`config.mk`:
```
export PLATFORM = sky130hd
export DESIGN_NAME = timed_pin_event_queue_unit
export DESIGN_NICKNAME = d
export VERILOG_FILES = /design/src/hw/rtl/tpeq_pkg.sv /design/src/hw/rtl/tpeq_cell.sv /design/src/hw/rtl/timed_pin_event_queue_unit.sv
export SDC_FILE = /design/constraint.sdc
export NUM_CORES = 1
export LEC_CHECK = 0
export BUFFER_PORTS_ARGS = -buffer_cell sky130_fd_sc_hd__buf_4
export CAP_MARGIN = 20
export CORE_UTILIZATION = 60
export DETAILED_ROUTE_END_ITERATION = 10
export PLACE_DENSITY = 0.77
export SKIP_LAST_GASP = 1
export SLEW_MARGIN = 40
export SYNTH_ARGS = -nofsm -noshare
export SYNTH_HDL_FRONTEND = slang
export SYNTH_HIERARCHICAL = 1
export SYNTH_SLANG_ARGS = --single-unit
```
`constraint.sdc`:
```
create_clock -name clk -period 6.3 [get_ports clk]
set_clock_uncertainty 0.05 [all_clocks]
set_input_delay 0.63 -clock clk [delete_from_list [all_inputs] [get_ports clk]]
set_output_delay 0.63 -clock clk [all_outputs]
set_load 0.03 [all_outputs]
```
`src/hw/rtl/tpeq_pkg.sv`:
```
`default_nettype none

package tpeq_pkg;

    // One queued pin write.
    typedef struct packed {
        logic [31:0] due_time;
        logic [7:0]  kind_code;
        logic [7:0]  pin;
        logic [7:0]  level;
    } entry_t;

    // Per-cell controls from the sequencer.
    typedef struct packed {
        logic shift;
        logic load;
    } cell_ctrl_t;

    typedef enum logic [1:0] {
        ACT_SCHEDULE = 2'd0,
        ACT_TICK     = 2'd1,
        ACT_CLEAR    = 2'd2
    } action_t;

    typedef enum logic [2:0] {
        RK_FIRED     = 3'd0,
        RK_SCHEDULED = 3'd1,
        RK_FULL      = 3'd2,
        RK_CLEARED   = 3'd3,
        RK_NONE_DUE  = 3'd4
    } result_kind_t;

    typedef enum logic [1:0] {
        WK_DIGITAL = 2'd0,
        WK_ANALOG  = 2'd1,
        WK_UNKNOWN = 2'd2
    } write_kind_t;

    typedef enum logic {
        ST_IDLE,
        ST_SCAN
    } state_t;

    localparam logic CFG_DIGITAL_KIND = 1'b0;
    localparam logic CFG_ANALOG_KIND  = 1'b1;

endpackage

`default_nettype wire

```
`src/hw/rtl/tpeq_cell.sv`:
```
`default_nettype none

module tpeq_cell (
    input  wire logic                clk,
    input  wire tpeq_pkg::cell_ctrl_t ctrl,
    input  wire tpeq_pkg::entry_t    right_entry,
    input  wire tpeq_pkg::entry_t    load_entry,
    output tpeq_pkg::entry_t         entry
);
    import tpeq_pkg::*;

    entry_t entry_reg;

    // A load wins over the shift: the kept entry lands behind the shifted ones.
    always_ff @(posedge clk)
    begin
        if (ctrl.load)
        begin
            entry_reg <= load_entry;
        end
        else if (ctrl.shift)
        begin
            entry_reg <= right_entry;
        end
    end

    assign entry = entry_reg;

endmodule

`default_nettype wire

```
`src/hw/rtl/timed_pin_event_queue_unit.sv`:
```
`default_nettype none

// Timed pin event queue. The queue is a row of DEPTH cells in schedule order,
// cell 0 at the head. Schedule and clear each give a single result, which
// shows in the cycle after the transfer while busy stays low. An unused action
// gives no result. A tick keeps busy high while it scans, and the number of
// held entries sets how long the scan lasts and so when busy falls. Each cycle
// the head entry is examined while the row shifts one place toward the head,
// and a not-yet-due entry is written back behind the entries still to examine,
// so the survivors end up compacted in order. Fired results come out at most
// one per cycle; each is held back until the next due entry is found or the
// scan ends, so that the final one can carry last. The final result of a tick
// shows in the cycle in which busy falls. The receiver cannot stall, so every
// strobed result must be taken in its cycle.
module timed_pin_event_queue_unit #(
    parameter int DEPTH = 16
) (
    input  wire logic        clk,
    input  wire logic        rst_n,
    input  wire logic        start,
    output logic             busy,
    input  wire logic [1:0]  action,
    input  wire logic [31:0] event_time,
    input  wire logic [7:0]  write_kind_code,
    input  wire logic [7:0]  pin,
    input  wire logic [7:0]  level,
    input  wire logic [31:0] tick_time,
    input  wire logic        cfg_we,
    input  wire logic        cfg_index,
    input  wire logic [7:0]  cfg_data,
    output logic             result_valid,
    output logic [2:0]       result_kind,
    output logic [7:0]       out_pin,
    output logic [7:0]       out_level,
    output logic [1:0]       write_kind,
    output logic [4:0]       executed_count,
    output logic             last
);
    import tpeq_pkg::*;

    localparam int CW = $clog2(DEPTH + 1);
    localparam int IW = $clog2(DEPTH);

    state_t       state_reg, state_next;
    logic [CW-1:0] count_reg, count_next;
    logic [CW-1:0] rem_reg, rem_next;
    logic [CW-1:0] kept_reg, kept_next;
    logic [31:0]  now_reg, now_next;
    logic [4:0]   done_reg, done_next;
    logic [7:0]   digital_reg, analog_reg;

    logic         pend_valid_reg, pend_valid_next;
    logic [7:0]   pend_pin_reg, pend_pin_next;
    logic [7:0]   pend_level_reg, pend_level_next;
    write_kind_t  pend_wk_reg, pend_wk_next;
    logic [4:0]   pend_cnt_reg, pend_cnt_next;

    logic         res_valid_reg, res_valid_next;
    result_kind_t res_kind_reg, res_kind_next;
    logic [7:0]   res_pin_reg, res_pin_next;
    logic [7:0]   res_level_reg, res_level_next;
    write_kind_t  res_wk_reg, res_wk_next;
    logic [4:0]   res_cnt_reg, res_cnt_next;
    logic         res_last_reg, res_last_next;

    logic         sched_load;
    logic         keep_load;
    logic         scan_shift;
    logic [CW-1:0] wpos_full;
    logic [IW-1:0] wpos;
    logic [IW-1:0] tail;
    logic         due;
    write_kind_t  head_wk;
    entry_t       in_entry;
    entry_t       load_entry;
    entry_t       cells [DEPTH];
    cell_ctrl_t   ctrl [DEPTH];

    assign in_entry = '{due_time: event_time, kind_code: write_kind_code,
                        pin: pin, level: level};
    assign load_entry = sched_load ? in_entry : cells[0];

    // Kept entries go right behind the entries still waiting to be examined.
    assign wpos_full = rem_reg - CW'(1) + kept_reg;
    assign wpos = wpos_full[IW-1:0];
    assign tail = count_reg[IW-1:0];

    assign due = now_reg >= cells[0].due_time;

    always_comb
    begin
        if (cells[0].kind_code == digital_reg)
        begin
            head_wk = WK_DIGITAL;
        end
        else if (cells[0].kind_code == analog_reg)
        begin
            head_wk = WK_ANALOG;
        end
        else
        begin
            head_wk = WK_UNKNOWN;
        end
    end

    genvar j;
    generate
        for (j = 0; j < DEPTH; j++)
        begin : g_cell
            assign ctrl[j].shift = scan_shift;
            assign ctrl[j].load  = (sched_load && tail == IW'(j))
                                || (keep_load && wpos == IW'(j));
            tpeq_cell u_cell (
                .clk         (clk),
                .ctrl        (ctrl[j]),
                .right_entry (cells[(j + 1) % DEPTH]),
                .load_entry  (load_entry),
                .entry       (cells[j])
            );
        end
    endgenerate

    always_ff @(posedge clk or negedge rst_n)
    begin
        if (!rst_n)
        begin
            state_reg      <= ST_IDLE;
            count_reg      <= '0;
            rem_reg        <= '0;
            kept_reg       <= '0;
            done_reg       <= '0;
            pend_valid_reg <= 1'b0;
            res_valid_reg  <= 1'b0;
            digital_reg    <= 8'd0;
            analog_reg     <= 8'd1;
        end
        else
        begin
            state_reg      <= state_next;
            count_reg      <= count_next;
            rem_reg        <= rem_next;
            kept_reg       <= kept_next;
            done_reg       <= done_next;
            pend_valid_reg <= pend_valid_next;
            res_valid_reg  <= res_valid_next;
            if (cfg_we)
            begin
                unique case (cfg_index)
                    CFG_DIGITAL_KIND: digital_reg <= cfg_data;
                    CFG_ANALOG_KIND:  analog_reg  <= cfg_data;
                    default:          digital_reg <= digital_reg;
                endcase
            end
        end
    end

    always_ff @(posedge clk)
    begin
        now_reg        <= now_next;
        pend_pin_reg   <= pend_pin_next;
        pend_level_reg <= pend_level_next;
        pend_wk_reg    <= pend_wk_next;
        pend_cnt_reg   <= pend_cnt_next;
        res_kind_reg   <= res_kind_next;
        res_pin_reg    <= res_pin_next;
        res_level_reg  <= res_level_next;
        res_wk_reg     <= res_wk_next;
        res_cnt_reg    <= res_cnt_next;
        res_last_reg   <= res_last_next;
    end

    always_comb
    begin
        state_next      = state_reg;
        count_next      = count_reg;
        rem_next        = rem_reg;
        kept_next       = kept_reg;
        now_next        = now_reg;
        done_next       = done_reg;
        pend_valid_next = pend_valid_reg;
        pend_pin_next   = pend_pin_reg;
        pend_level_next = pend_level_reg;
        pend_wk_next    = pend_wk_reg;
        pend_cnt_next   = pend_cnt_reg;
        res_valid_next  = 1'b0;
        res_kind_next   = RK_NONE_DUE;
        res_pin_next    = 8'd0;
        res_level_next  = 8'd0;
        res_wk_next     = WK_DIGITAL;
        res_cnt_next    = 5'd0;
        res_last_next   = 1'b1;
        sched_load      = 1'b0;
        keep_load       = 1'b0;
        scan_shift      = 1'b0;

        unique case (state_reg)
            ST_IDLE:
            begin
                if (start)
                begin
                    unique case (action)
                        ACT_SCHEDULE:
                        begin
                            res_valid_next = 1'b1;
                            if (count_reg >= CW'(DEPTH))
                            begin
                                res_kind_next = RK_FULL;
                            end
                            else
                            begin
                                sched_load    = 1'b1;
                                count_next    = count_reg + CW'(1);
                                res_kind_next = RK_SCHEDULED;
                            end
                        end
                        ACT_TICK:
                        begin
                            now_next        = tick_time;
                            rem_next        = count_reg;
                            kept_next       = '0;
                            done_next       = 5'd0;
                            pend_valid_next = 1'b0;
                            state_next      = ST_SCAN;
                        end
                        ACT_CLEAR:
                        begin
                            count_next     = '0;
                            res_valid_next = 1'b1;
                            res_kind_next  = RK_CLEARED;
                        end
                        default:
                        begin
                            count_next = count_reg;
                        end
                    endcase
                end
            end
            ST_SCAN:
            begin
                if (rem_reg == '0)
                begin
                    res_valid_next = 1'b1;
                    res_last_next  = 1'b1;
                    if (pend_valid_reg)
                    begin
                        res_kind_next  = RK_FIRED;
                        res_pin_next   = pend_pin_reg;
                        res_level_next = pend_level_reg;
                        res_wk_next    = pend_wk_reg;
                        res_cnt_next   = pend_cnt_reg;
                    end
                    else
                    begin
                        res_kind_next = RK_NONE_DUE;
                    end
                    pend_valid_next = 1'b0;
                    count_next      = kept_reg;
                    state_next      = ST_IDLE;
                end
                else
                begin
                    scan_shift = 1'b1;
                    rem_next   = rem_reg - CW'(1);
                    if (due)
                    begin
                        // The previous fired entry is now known not to be the final one.
                        if (pend_valid_reg)
                        begin
                            res_valid_next = 1'b1;
                            res_kind_next  = RK_FIRED;
                            res_pin_next   = pend_pin_reg;
                            res_level_next = pend_level_reg;
                            res_wk_next    = pend_wk_reg;
                            res_cnt_next   = pend_cnt_reg;
                            res_last_next  = 1'b0;
                        end
                        done_next       = done_reg + {4'd0, head_wk != WK_UNKNOWN};
                        pend_valid_next = 1'b1;
                        pend_pin_next   = cells[0].pin;
                        pend_level_next = cells[0].level;
                        pend_wk_next    = head_wk;
                        pend_cnt_next   = done_next;
                    end
                    else
                    begin
                        keep_load = 1'b1;
                        kept_next = kept_reg + CW'(1);
                    end
                end
            end
            default:
            begin
                state_next = ST_IDLE;
            end
        endcase
    end

    assign busy           = state_reg != ST_IDLE;
    assign result_valid   = res_valid_reg;
    assign result_kind    = res_kind_reg;
    assign out_pin        = res_pin_reg;
    assign out_level      = res_level_reg;
    assign write_kind     = res_wk_reg;
    assign executed_count = res_cnt_reg;
    assign last           = res_last_reg;

`ifndef SYNTHESIS
    a_count_bound: assert property (@(posedge clk) disable iff (!rst_n)
        count_reg <= CW'(DEPTH))
        else $error("queue count exceeds depth");

    a_scan_bound: assert property (@(posedge clk) disable iff (!rst_n)
        (state_reg == ST_SCAN) |-> ({1'b0, rem_reg} + {1'b0, kept_reg} <= {1'b0, count_reg}))
        else $error("scan positions overrun the queue");

    a_sched_answer: assert property (@(posedge clk) disable iff (!rst_n)
        (start && !busy && action == ACT_SCHEDULE) |=> result_valid)
        else $error("schedule transfer gave no result");

    a_single_last: assert property (@(posedge clk) disable iff (!rst_n)
        (result_valid && result_kind != RK_FIRED) |-> last)
        else $error("non-fired result without last");

    a_tick_end: assert property (@(posedge clk) disable iff (!rst_n)
        (state_reg == ST_SCAN && rem_reg == '0) |=> (result_valid && last && !busy))
        else $error("tick ended without a final result");
`endif

endmodule

`default_nettype wire
```
==> key figures, run 1 <==
Routing
  • Post-route ant nets: 0
  • Via Count: 23800
  • DR iter-0 viols: 2286
  • Vias/cell: 6.20
  • Number of detailed-route iterations in the first pass: 6
  • DR WL/cell: 27.5 um
  • WL final: 106000 um
  • Drt drc: 0

Floorplan
  • CORE AREA: 0.0759 mm^2
  • Row count: 101
  • Die height: 279 um
  • Die footprint: 0.0779 mm^2
  • I/O Pins: 132
  • Initial Util: 60.6%
  • Die X: 279 um

STA
  • Crit path time final: 5.03 ns
  • Hold Vio Cnt, Final: 0
  • Max-slew violations: 0
  • Setup_tns: 0 ns
  • Fmax: 0.199 GHz
  • RSZ-0062 raised after global routing: no
  • Post-route clock period utilization: 79.9%
  • Setup ws final: 1.27 ns
  • Slew HR: 42.5%
  • Final Setup Violations: 0
  • Worst-margin pin slew: 0.862 ns

Setup path
  • Crit path capture type: flop
  • FF-to-FF setup slack: 1.27 ns
  • Worst r2r dst: g_cell[12].u_cell/entry[3]
  • Worst Setup EP: g_cell[12].u_cell/entry[3]
  • Peak fanout along the critical path: 34
  • Required @ worst endpoint: 6.66 ns
  • Crit path arrival time: 5.39 ns
  • Setup CP Type: reg2reg
  • Reg2reg start: g_cell[0].u_cell/entry[24]
  • Crit path launch: g_cell[0].u_cell/entry[24]
  • Setup crit start kind: flop
  • Reg2Reg Depth: 11

Pwr
  • Leakage power: 19.0 nW
  • Pwr per Cell Area: 607 mW/mm^2
  • Worst VDD drop: 0.439 mV

Clock network
  • Worst-Skew Late Latency: 0.67 ns
  • Clk sinks: 1017
  • Maximum clock path buffer count: 3
  • TritonCTS Buffers: 101
  • CTS tree: yes
  • Clk slew on worst S/H paths: 0.06 ns
  • Post-CTS Setup Bufs: 0
  • Root Driver: clkbuf_16
  • H-tree depth: 3

Global routing
  • Met2 usage: 44.8%
  • Vias in the first global route: 24900
  • GRT Total Usage: 27.7%
  • Largest net degree at the start of global routing: 59
  • Global-route wire length before repair: 162000 um
  • Antenna violations before repair: 2
  • Grt total ovfl: 0
  • Met1 track demand over resource: 39.1%
  • Grt met3 use: 3.54%
  • Most Crowded Layer GR: met2

Finish
  • Fin nets: 2881
  • Max reg flops: 896
  • Layout area overhead: 13.6%
  • Final cell count without fillers: 3845
  • Antenna cells: 0
  • Fill cells: 4756
  • Cell area after layout: 0.0523 mm^2
  • Layout cell share with drive strength beyond 1: 47.6%

Status
  • Status: finished, final reports clean

Synthesis
  • Synth Area in XOR/XNOR: 0.476%
  • Async set-reset flop share out of synthesis: 3.83%
  • Post-synthesis compound-gate area fraction: 1.61%
  • Post-synth EDFFs: 951
  • Synthesized cell area: 0.0460 mm^2
  • Synth Area in Simple Gates: 2.62%
  • Seq cells post-synth: 1017
  • Yosys warnings: 6
  • Synth cell types: 64
  • Synth area leader: edfxtp_1
  • Post-synthesis mux area share: 26.2%
  • Post-synthesis sequential area ratio: 65.3%
  • Cells after Synth: 2527
  • Synth top area share: 62.0%
  • Post-Synth Adder-Cell Area: 1.24%
  • Post-synthesis area per instance: 18.2 um^2
  • Largest family of logic cells by synthesized area: multiplexers
  • Synthesized Nets: 2675
  • Area contributors post-synth: edfxtp_1, mux2_4, mux2_2
  • Synth Flop Type: edfxtp_1

Placement
  • Final HPWL DP: 63100 um
  • Place WS: 1.28 ns
  • Cell count after placement: 3658
  • Number of port buffers: 131
  • GPL Wtd Cong: 0.818
  • Placed instance area: 0.0488 mm^2

Min path
  • Hold WC Path Type: in2reg
  • Hold depth: 1

Flow run
  • Max-cap viol count: 0
power breakdown:
part	total, mW	internal, mW	switching, mW	leakage [nW]
registers	13.9	12.7	1.21	9.70
clock network	6.33	3.73	2.60	1.71
logic	11.5	5.28	6.19	7.59
cell usage after synthesis (all sizes together) (8+ instances only):
library cell	count
a21oi	16
ha	44
xor2	12
nand2	136
xnor2	13
nand3	9
a22o	8
and2	24
clkbuf	18
dfxtp	27
edfxtp	951
nor2	17
dfrtp	38
o21ai	55
or2	16
inv	47
nand4	11
mux2	914
buf	100
metrics by stage:
| stage | hold slack [ns] | util (%) | power, mW |
|---|---|---|---|
| final | 0.0801 | 68.8 | 31.7 |
| after global routing | 0.0670 | 68.8 | 32.9 |
| after floorplan | 0.284 | - | 21.1 |
| after detailed placement | 0.376 | 64.2 | 25.2 |
| after CTS | 0.0585 | 68.8 | 31.8 |
| after global placement | 0.380 | 63.2 | 24.2 |
worst max-delay path: stages, from the launching register on:
cell	delay [ns]
edfxtp_1	0.43
ha_1	0.31
nand2b_4	0.15
a2111oi_2	0.35
o311ai_1	0.25
a2111o_1	0.53
a21oi_2	0.17
buf_4	0.31
nor4b_4	0.43
a32o_4	0.78
buf_4	0.59
mux2_2	0.41
metal layers:
| metal | vias to the layer above | wire length [um] |
|---|---|---|
| li1 | 10100 | - |
| met1 | 12600 | 45500 |
| met2 | 878 | 51100 |
| met5 | - | 13 |
| met3 | 168 | 6020 |
| met4 | 2 | 3260 |
what timing repair did:
| action | CTS | global route |
|---|---|---|
| hold buffers | 1 | 0 |
| gates resized for setup | 0 | 0 |
| endpoints found under the hold margin | 38 | 0 |
cells by family after synthesis:
kind of cell / count (synthesis)
AO/OA/AOI/OAI: 115
adder cells (fa/ha/maj): 45
XOR/XNOR: 25
AND/OR/NAND/NOR: 243
flip-flops: 1017
multiplexers: 917
buffers and inverters: 165
worst min-delay path by stage:
stage	from	endpoint	slack (ns)
3_3_place_gp	pend_cnt_reg[1]	executed_count[1]	0.38
4_1_cts	tick_time[13]	now_reg[13]	0.06
3_5_place_dp	pend_wk_reg[0]	write_kind[0]	0.38
5_1_grt	tick_time[15]	now_reg[15]	0.07
2_1_floorplan	rst_n	analog_reg[1]	0.28
6_report	tick_time[3]	now_reg[3]	0.08
layout make-up:
cell class / instances / area, um^2 / share of cell area, %
Tap cell: 1030 / 1290 / 2.46
Clock buffer: 129 / 2780 / 5.31
Timing Repair Buffer: 221 / 2200 / 4.21
Clock inverter: 56 / 727 / 1.39
Sequential cell: 1017 / 30100 / 57.5
Multi-Input combinational cell: 1345 / 15000 / 28.8
Inverter: 47 / 176 / 0.337
cell usage in the layout (no fill, tap or decap), types with 5 or more instances in the layout:
| cell | netlist | layout |
|---|---|---|
| edfxtp_1 | 951 | 951 |
| mux2_4 | 464 | 464 |
| mux2_2 | 450 | 450 |
| buf_4 | 0 | 179 |
| nand2_1 | 136 | 136 |
| clkbuf_16 | 0 | 103 |
| inv_1 | 46 | 46 |
| ha_1 | 44 | 44 |
| o21ai_0 | 47 | 38 |
| dfrtp_1 | 38 | 38 |
| buf_12 | 1 | 30 |
| dfxtp_1 | 27 | 27 |
| and2_1 | 24 | 24 |
| clkinv_2 | 0 | 18 |
| clkbuf_1 | 18 | 16 |
| or2_4 | 0 | 16 |
| bufinv_16 | 0 | 15 |
| nor2_1 | 15 | 14 |
| a21oi_1 | 15 | 14 |
| xnor2_1 | 13 | 13 |
| xor2_1 | 12 | 12 |
| clkinv_1 | 0 | 12 |
| nand4_1 | 10 | 10 |
| clkbuf_8 | 0 | 10 |
| nand3_1 | 9 | 9 |
| o21ai_4 | 0 | 7 |
| buf_16 | 0 | 7 |
| o21ai_1 | 8 | 6 |
| nor3_1 | 7 | 6 |
| a21o_1 | 5 | 5 |
| nor2b_1 | 5 | 5 |
| clkinvlp_4 | 0 | 5 |
Power figures use the tool's default switching activity.
==> run 2: changes to the inputs <==
Clock period 6.3 ns to 4.66 ns, I/O delays scaled along.
==> key figures, run 2 (synthesis gave the netlist of run 1 again) <==
Setup path
  • Buf+Inv Stages, Crit Path: 2 (unchanged)
  • Required @ worst endpoint: 5.02 ns (was 6.66 ns)
  • Crit path arrival time: 4.84 ns (was 5.39 ns)
  • Peak fanout along the critical path: 32 (was 34)
  • Slowest Stage Delay on Critical Path: 0.59 ns (was 0.78 ns)
  • Critical Path, Cell by Cell: ha_1 > nand2b_4 > a2111oi_2 > o311ai_1 > a2111o_1 > a21oi_2 > buf_4 > nand4_4 > o21ai_4 > buf_4 > mux2_2 (was ha_1 > nand2b_4 > a2111oi_2 > o311ai_1 > a2111o_1 > a21oi_2 > buf_4 > nor4b_4 > a32o_4 > buf_4 > mux2_2)
  • Delay-heaviest family, CP: compound AO/OA/AOI/OAI gates (unchanged)
  • Critical path's most frequent cell: buf_4 (unchanged)
  • Reg2reg start: g_cell[0].u_cell/entry[24] (unchanged)
  • Crit-path slowest cell: buf_4 (was a32o_4)
  • Crit path launch: g_cell[0].u_cell/entry[24] (unchanged)
  • Setup crit start kind: flop (unchanged)
  • Setup CP Type: reg2reg (unchanged)
  • Crit path capture type: flop (unchanged)

STA
  • Fmax: 0.223 GHz (was 0.199 GHz)
  • Worst hold slack: 0.104 ns (was 0.0801 ns)
  • Slew HR: 41.3% (was 42.5%)
  • Crit path time final: 4.48 ns (was 5.03 ns)
  • Worst-margin pin slew: 0.872 ns (was 0.862 ns)
  • Max-slew violations: 0 (unchanged)
  • Setup_tns: 0 ns (unchanged)
  • RSZ-0062 raised after global routing: no (unchanged)
  • Final Setup Violations: 0 (unchanged)
  • Post-route clock period utilization: 96.1% (was 79.9%)
  • Hold Vio Cnt, Final: 0 (unchanged)

Clock network
  • Maximum clock path buffer count: 3 (unchanged)
  • TritonCTS Buffers: 103 (was 101)
  • Clk sinks: 1017 (unchanged)
  • H-tree depth: 3 (unchanged)
  • Worst-Skew Late Latency: 0.67 ns (about the same)
  • CTS tree: yes (unchanged)
  • Root Driver: clkbuf_16 (unchanged)
  • Clk slew on worst S/H paths: 0.06 ns (about the same)

Placement
  • GPL Wtd Cong: 0.863 (was 0.818)
  • Cell count after placement: 3669 (was 3658)
  • Number of port buffers: 131 (unchanged)
  • Final HPWL DP: 62900 um (was 63100 um)

Global routing
  • Antenna violations before repair: 1 (was 2)
  • Global-route wire length before repair: 163000 um (was 162000 um)
  • GRT Total Usage: 28.0% (was 27.7%)
  • Grt total ovfl: 0 (unchanged)
  • Largest net degree at the start of global routing: 88 (was 59)
  • Vias in the first global route: 25200 (was 24900)

Pwr
  • Pwr per Cell Area: 813 mW/mm^2 (was 607 mW/mm^2)
  • Worst VDD drop: 0.687 mV (was 0.439 mV)
  • Leakage power: 19.2 nW (was 19.0 nW)

Status
  • Status: finished, final reports clean (unchanged)

Floorplan
  • Die footprint: 0.0779 mm^2 (unchanged)
  • CORE AREA: 0.0759 mm^2 (unchanged)
  • I/O Pins: 132 (unchanged)
  • Die height: 279 um (unchanged)
  • Initial Util: 60.6% (unchanged)
  • Die X: 279 um (unchanged)
  • Row count: 101 (unchanged)

Routing
  • DR WL/cell: 27.5 um (about the same)
  • Number of detailed-route iterations in the first pass: 5 (was 6)
  • Post-route ant nets: 0 (unchanged)
  • Vias/cell: 6.11 (was 6.20)
  • DR iter-0 viols: 2276 (was 2286)
  • Drt drc: 0 (unchanged)
  • WL final: 107000 um (was 106000 um)
  • Via Count: 23900 (was 23800)

Finish
  • Final cell count without fillers: 3902 (was 3845)
  • Area taken by multi-input logic gates: 0.0151 mm^2 (was 0.0150 mm^2)
  • Layout cell share with drive strength beyond 1: 47.1% (was 47.6%)
  • Fin nets: 2934 (was 2881)
  • Max reg flops: 896 (unchanged)
  • Layout area overhead: 14.2% (was 13.6%)
  • Most common cell after layout, fill and taps aside: edfxtp_1 (unchanged)
  • Register area: 0.0301 mm^2 (unchanged)
  • Fill cells: 4717 (was 4756)
  • Antenna cells: 0 (unchanged)
  • Most frequent cells in the layout: edfxtp_1, mux2_4, mux2_2 (unchanged)

Flow run
  • Max-cap viol count: 0 (unchanged)

Min path
  • Hold WC Path Type: in2reg (unchanged)
  • Worst hold path startpoint: action[0] (was tick_time[3])
-- run 2: changes by cell type in the layout (fill, tap and decap cells not counted), sizes merged --
cell / delta
dlygate4sd3: +41
bufinv: -1
clkbuf: -1
buf: +10
inv: +6
clkinvlp: +2
-- run 2: report_power, final --
part / switching (mW) / leakage (nW) / internal, mW
logic: 8.28 / 7.77 / 7.01
clock network: 3.54 / 1.69 / 4.97
registers: 1.75 / 9.70 / 17.2
total: 13.6 / 19.2 / 29.2
-- run 2: layout make-up --
type / instances / area share, %
inverter: 47 / 0.335
timing repair buffer: 272 / 4.80
clock buffer: 128 / 5.21
tap: 1030 / 2.45
multi-input combinational: 1345 / 28.6
sequential: 1017 / 57.2
clock inverter: 63 / 1.38
-- run 2: metal layers --
layer	share of wire, %	global-route usage [%]	vias up	wire (um)
met1	42	38.4	12500	44700
met3	6.2	4.13	178	6660
met5	0	0	-	0
li1	-	-	10200	-
met4	3.5	10.2	0	3740
met2	49	45.9	941	52200
-- run 2: timing repair --
| action | CTS | global route |
|---|---|---|
| gates resized for setup | 0 | 2 |
| endpoints found under the setup margin | 0 | 34 |
| hold buffers | 42 | 0 |
| buffers inserted | 0 | 0 |
| endpoints found under the hold margin | 87 | 0 |
-- run 2: through the flow --
stage | power [mW] | instance area (um^2) | utilization (%) | setup slack (ns)
after global placement | 33.2 | 48400 | 63.7 | 0.304
after global routing | 44.4 | 52600 | 69.2 | 0.0365
after CTS | 42.8 | 52600 | 69.2 | 0.162
after detailed placement | 34.0 | 48700 | 64.1 | 0.168
after floorplan | 28.6 | 46000 | - | 0.104
final | 42.7 | 52600 | 69.2 | 0.182
-- run 2: tightest hold or removal path: cells and delay by family --
family | cells | cell delay [ns]
AOI/OAI and AO/OA | 1 | 0.15
and+or+nand+nor | 1 | 0.06
buffers and inverters | 1 | 0.10
-- run 2: final timing paths --
kind / slack (ns) / end / depth (start not counted)
min: 0.10 / result_kind[2] / 3
min reg2reg: 0.39 / write_kind[1] / 1
max in group asynchronous: 3.91 / analog_reg[0] / 2
max reg2reg: 0.18 / g_cell[1].u_cell/entry[54] / 11
min in group asynchronous: 0.28 / rem_reg[1] / 2
max: 0.18 / g_cell[1].u_cell/entry[54] / 11
==> run 3: changes to the inputs <==
Settings changed: MAX_ROUTING_LAYER set to met4.
==> key figures, run 3 (synthesis gave the netlist of run 1 again) <==
Flow run
  • Max-cap viol count: 0 (unchanged)

Routing
  • DR iter-0 viols: 2354 (was 2276)
  • Number of detailed-route iterations in the first pass: 6 (was 5)
  • Via Count: 24000 (was 23900)
  • DR WL/cell: 27.6 um (was 27.5 um)
  • Vias/cell: 6.15 (was 6.11)
  • WL final: 108000 um (was 107000 um)
  • Drt drc: 0 (unchanged)
  • Post-route ant nets: 0 (unchanged)

Finish
  • Most frequent cells in the layout: edfxtp_1, mux2_4, mux2_2 (unchanged)
  • Fill cells: 4742 (was 4717)
  • Most common cell after layout, fill and taps aside: edfxtp_1 (unchanged)
  • Antenna cells: 0 (unchanged)
  • Layout area overhead: 13.9% (was 14.2%)
  • Fin nets: 2935 (was 2934)
  • Register area: 0.0301 mm^2 (unchanged)
  • Layout cell share with drive strength beyond 1: 46.9% (was 47.1%)
  • Max reg flops: 896 (unchanged)
  • Area taken by multi-input logic gates: 0.0150 mm^2 (was 0.0151 mm^2)
  • Cell area after layout: 0.0524 mm^2 (was 0.0526 mm^2)

Pwr
  • Sw Ratio: 32.0% (was 31.8%)
  • Worst VDD drop: 0.747 mV (was 0.687 mV)
  • Part of the power in the clock network: 19.4% (was 19.9%)
  • Leakage power: 19.1 nW (was 19.2 nW)
  • Comb power frac: 36.0% (was 35.8%)
  • Switching Power: 13.6 mW (about the same)
  • Pwr per Cell Area: 811 mW/mm^2 (was 813 mW/mm^2)
  • Seq pwr share: 44.6% (was 44.3%)
  • P_int: 28.9 mW (was 29.2 mW)

Floorplan
  • Die X: 279 um (unchanged)
  • Row count: 101 (unchanged)
  • I/O Pins: 132 (unchanged)
  • Die height: 279 um (unchanged)
  • Initial Util: 60.6% (unchanged)
  • CORE AREA: 0.0759 mm^2 (unchanged)
  • Die footprint: 0.0779 mm^2 (unchanged)

Clock network
  • Root Driver: clkbuf_16 (unchanged)
  • TritonCTS Buffers: 102 (was 103)
  • Maximum clock path buffer count: 3 (unchanged)
  • H-tree depth: 3 (unchanged)
  • PostCTS Resize Cnt: 0 (unchanged)
  • Clk sinks: 1017 (unchanged)
  • Post-CTS Setup Bufs: 0 (unchanged)
  • Worst-Skew Late Latency: 0.68 ns (was 0.67 ns)
  • CTS tree: yes (unchanged)
  • Clk slew on worst S/H paths: 0.06 ns (about the same)
  • # hold bufs at CTS: 42 (unchanged)

Setup path
  • FF-to-FF setup slack: 0.23 ns (was 0.18 ns)
  • Buf+Inv Stages, Crit Path: 2 (unchanged)
  • Critical Path, Cell by Cell: ha_1 > nand2b_4 > a2111oi_2 > o311ai_1 > a2111o_1 > a21oi_2 > buf_4 > nand4_4 > o21ai_4 > buf_4 > mux2_2 (unchanged)
  • Worst r2r dst: g_cell[1].u_cell/entry[6] (was g_cell[1].u_cell/entry[54])
  • Crit-path slowest cell: buf_4 (unchanged)
  • Peak fanout along the critical path: 39 (was 32)
  • Reg2Reg Depth: 11 (unchanged)
  • Crit path arrival time: 4.78 ns (was 4.84 ns)
  • Delay-heaviest family, CP: compound AO/OA/AOI/OAI gates (unchanged)
  • Setup CP Type: reg2reg (unchanged)
  • Critical path's most frequent cell: buf_4 (unchanged)
  • Setup crit start kind: flop (unchanged)
  • Slowest Stage Delay on Critical Path: 0.62 ns (was 0.59 ns)
  • Required @ worst endpoint: 5.02 ns (about the same)
  • Reg2reg start: g_cell[0].u_cell/entry[24] (unchanged)
  • Crit path capture type: flop (unchanged)

Global routing
  • Antenna violations before repair: 2 (was 1)
  • Vias in the first global route: 25100 (was 25200)
  • GRT Total Usage: 29.0% (was 28.0%)
  • Grt total ovfl: 0 (unchanged)
  • Global-route wire length before repair: 163000 um (about the same)
  • Largest net degree at the start of global routing: 59 (was 88)

STA
  • RSZ-0062 raised after global routing: no (unchanged)
  • Slew HR: 42.5% (was 41.3%)
  • Hold Vio Cnt, Final: 0 (unchanged)
  • Crit path time final: 4.43 ns (was 4.48 ns)
  • Worst-margin pin slew: 0.863 ns (was 0.872 ns)
  • Final Setup Violations: 0 (unchanged)
  • Max-slew violations: 0 (unchanged)
  • Post-route clock period utilization: 95.0% (was 96.1%)
  • Fmax: 0.226 GHz (was 0.223 GHz)
  • Setup_tns: 0 ns (unchanged)

Status
  • Status: finished, final reports clean (unchanged)

Placement
  • Final HPWL DP: 62800 um (was 62900 um)
  • Number of port buffers: 131 (unchanged)
  • Placed instance area: 0.0487 mm^2 (about the same)
  • GPL Wtd Cong: 0.856 (was 0.863)

Min path
  • Hold WC Path Type: in2reg (unchanged)
  • Worst Hold Endpoint: result_kind[1] (was result_kind[2])
  • Worst hold path startpoint: action[1] (was action[0])
  • Hold depth: 3 (unchanged)
-- run 3: cell count changes in the layout (fill, tap and decap cells not counted), sizes merged --
cell	before	now
inv	54	51
bufinv	14	12
clkinvlp	7	6
buf	230	232
clkinv	35	54
clkbuf	128	115
-- run 3: worst max-delay path by stage --
stage | from | end | slack [ns] | cells after the start
after global routing | g_cell[0].u_cell/entry[24] | g_cell[1].u_cell/entry[8] | 0.09 | 11
final | g_cell[0].u_cell/entry[24] | g_cell[1].u_cell/entry[6] | 0.23 | 11
after global placement | g_cell[0].u_cell/entry[24] | g_cell[10].u_cell/entry[41] | 0.30 | 9
after detailed placement | g_cell[0].u_cell/entry[24] | g_cell[1].u_cell/entry[10] | 0.31 | 11
after CTS | g_cell[0].u_cell/entry[24] | g_cell[1].u_cell/entry[6] | 0.26 | 11
after floorplan | g_cell[0].u_cell/entry[24] | g_cell[5].u_cell/entry[0] | 0.10 | 13
-- run 3: layout make-up --
type / instances / area share, %
Clock buffer: 115 / 5.00
Clock inverter: 76 / 1.42
Inverter: 47 / 0.336
Multi-Input combinational cell: 1345 / 28.7
Sequential cell: 1017 / 57.3
Tap cell: 1030 / 2.46
Timing Repair Buffer: 274 / 4.75
-- run 3: through the flow --
step / power, mW / setup slack, ns / hold WS, ns / std cells / utilization [%]
floorplan: 28.6 / 0.104 / 0.120 / 2527 / -
global placement: 33.2 / 0.298 / 0.375 / 3657 / 63.7
detailed placement: 34.0 / 0.309 / 0.381 / 3671 / 64.1
CTS: 42.6 / 0.261 / 0.0288 / 3904 / 69.1
global route: 44.2 / 0.0894 / 0.0623 / 3904 / 69.1
finish: 42.5 / 0.233 / 0.0671 / 3904 / 69.1
-- run 3: layer usage --
metal / vias up / share of wire (%) / GRT usage, %
met3: 224 / 6.5 / 4.52
li1: 10200 / - / -
met1: 12600 / 41 / 38.5
met5: - / 0 / -
met4: 0 / 3.7 / 10.4
met2: 963 / 49 / 45.9
-- run 3: power groups by stage --
stage	Clock (mW)	Sequential (mW)	Combinational [mW]
3_5_place_dp	0	19.0	15.0
2_1_floorplan	0	18.5	10.1
6_report	8.26	19.0	15.3
3_3_place_gp	0	19.0	14.2
5_1_grt	8.69	19.4	16.1
4_1_cts	8.37	19.0	15.2
-- run 3: worst min-delay path, stage by stage --
cell and delay, ns:
buf_4 0.10, nor2_1 0.06, nor2_1 0.11
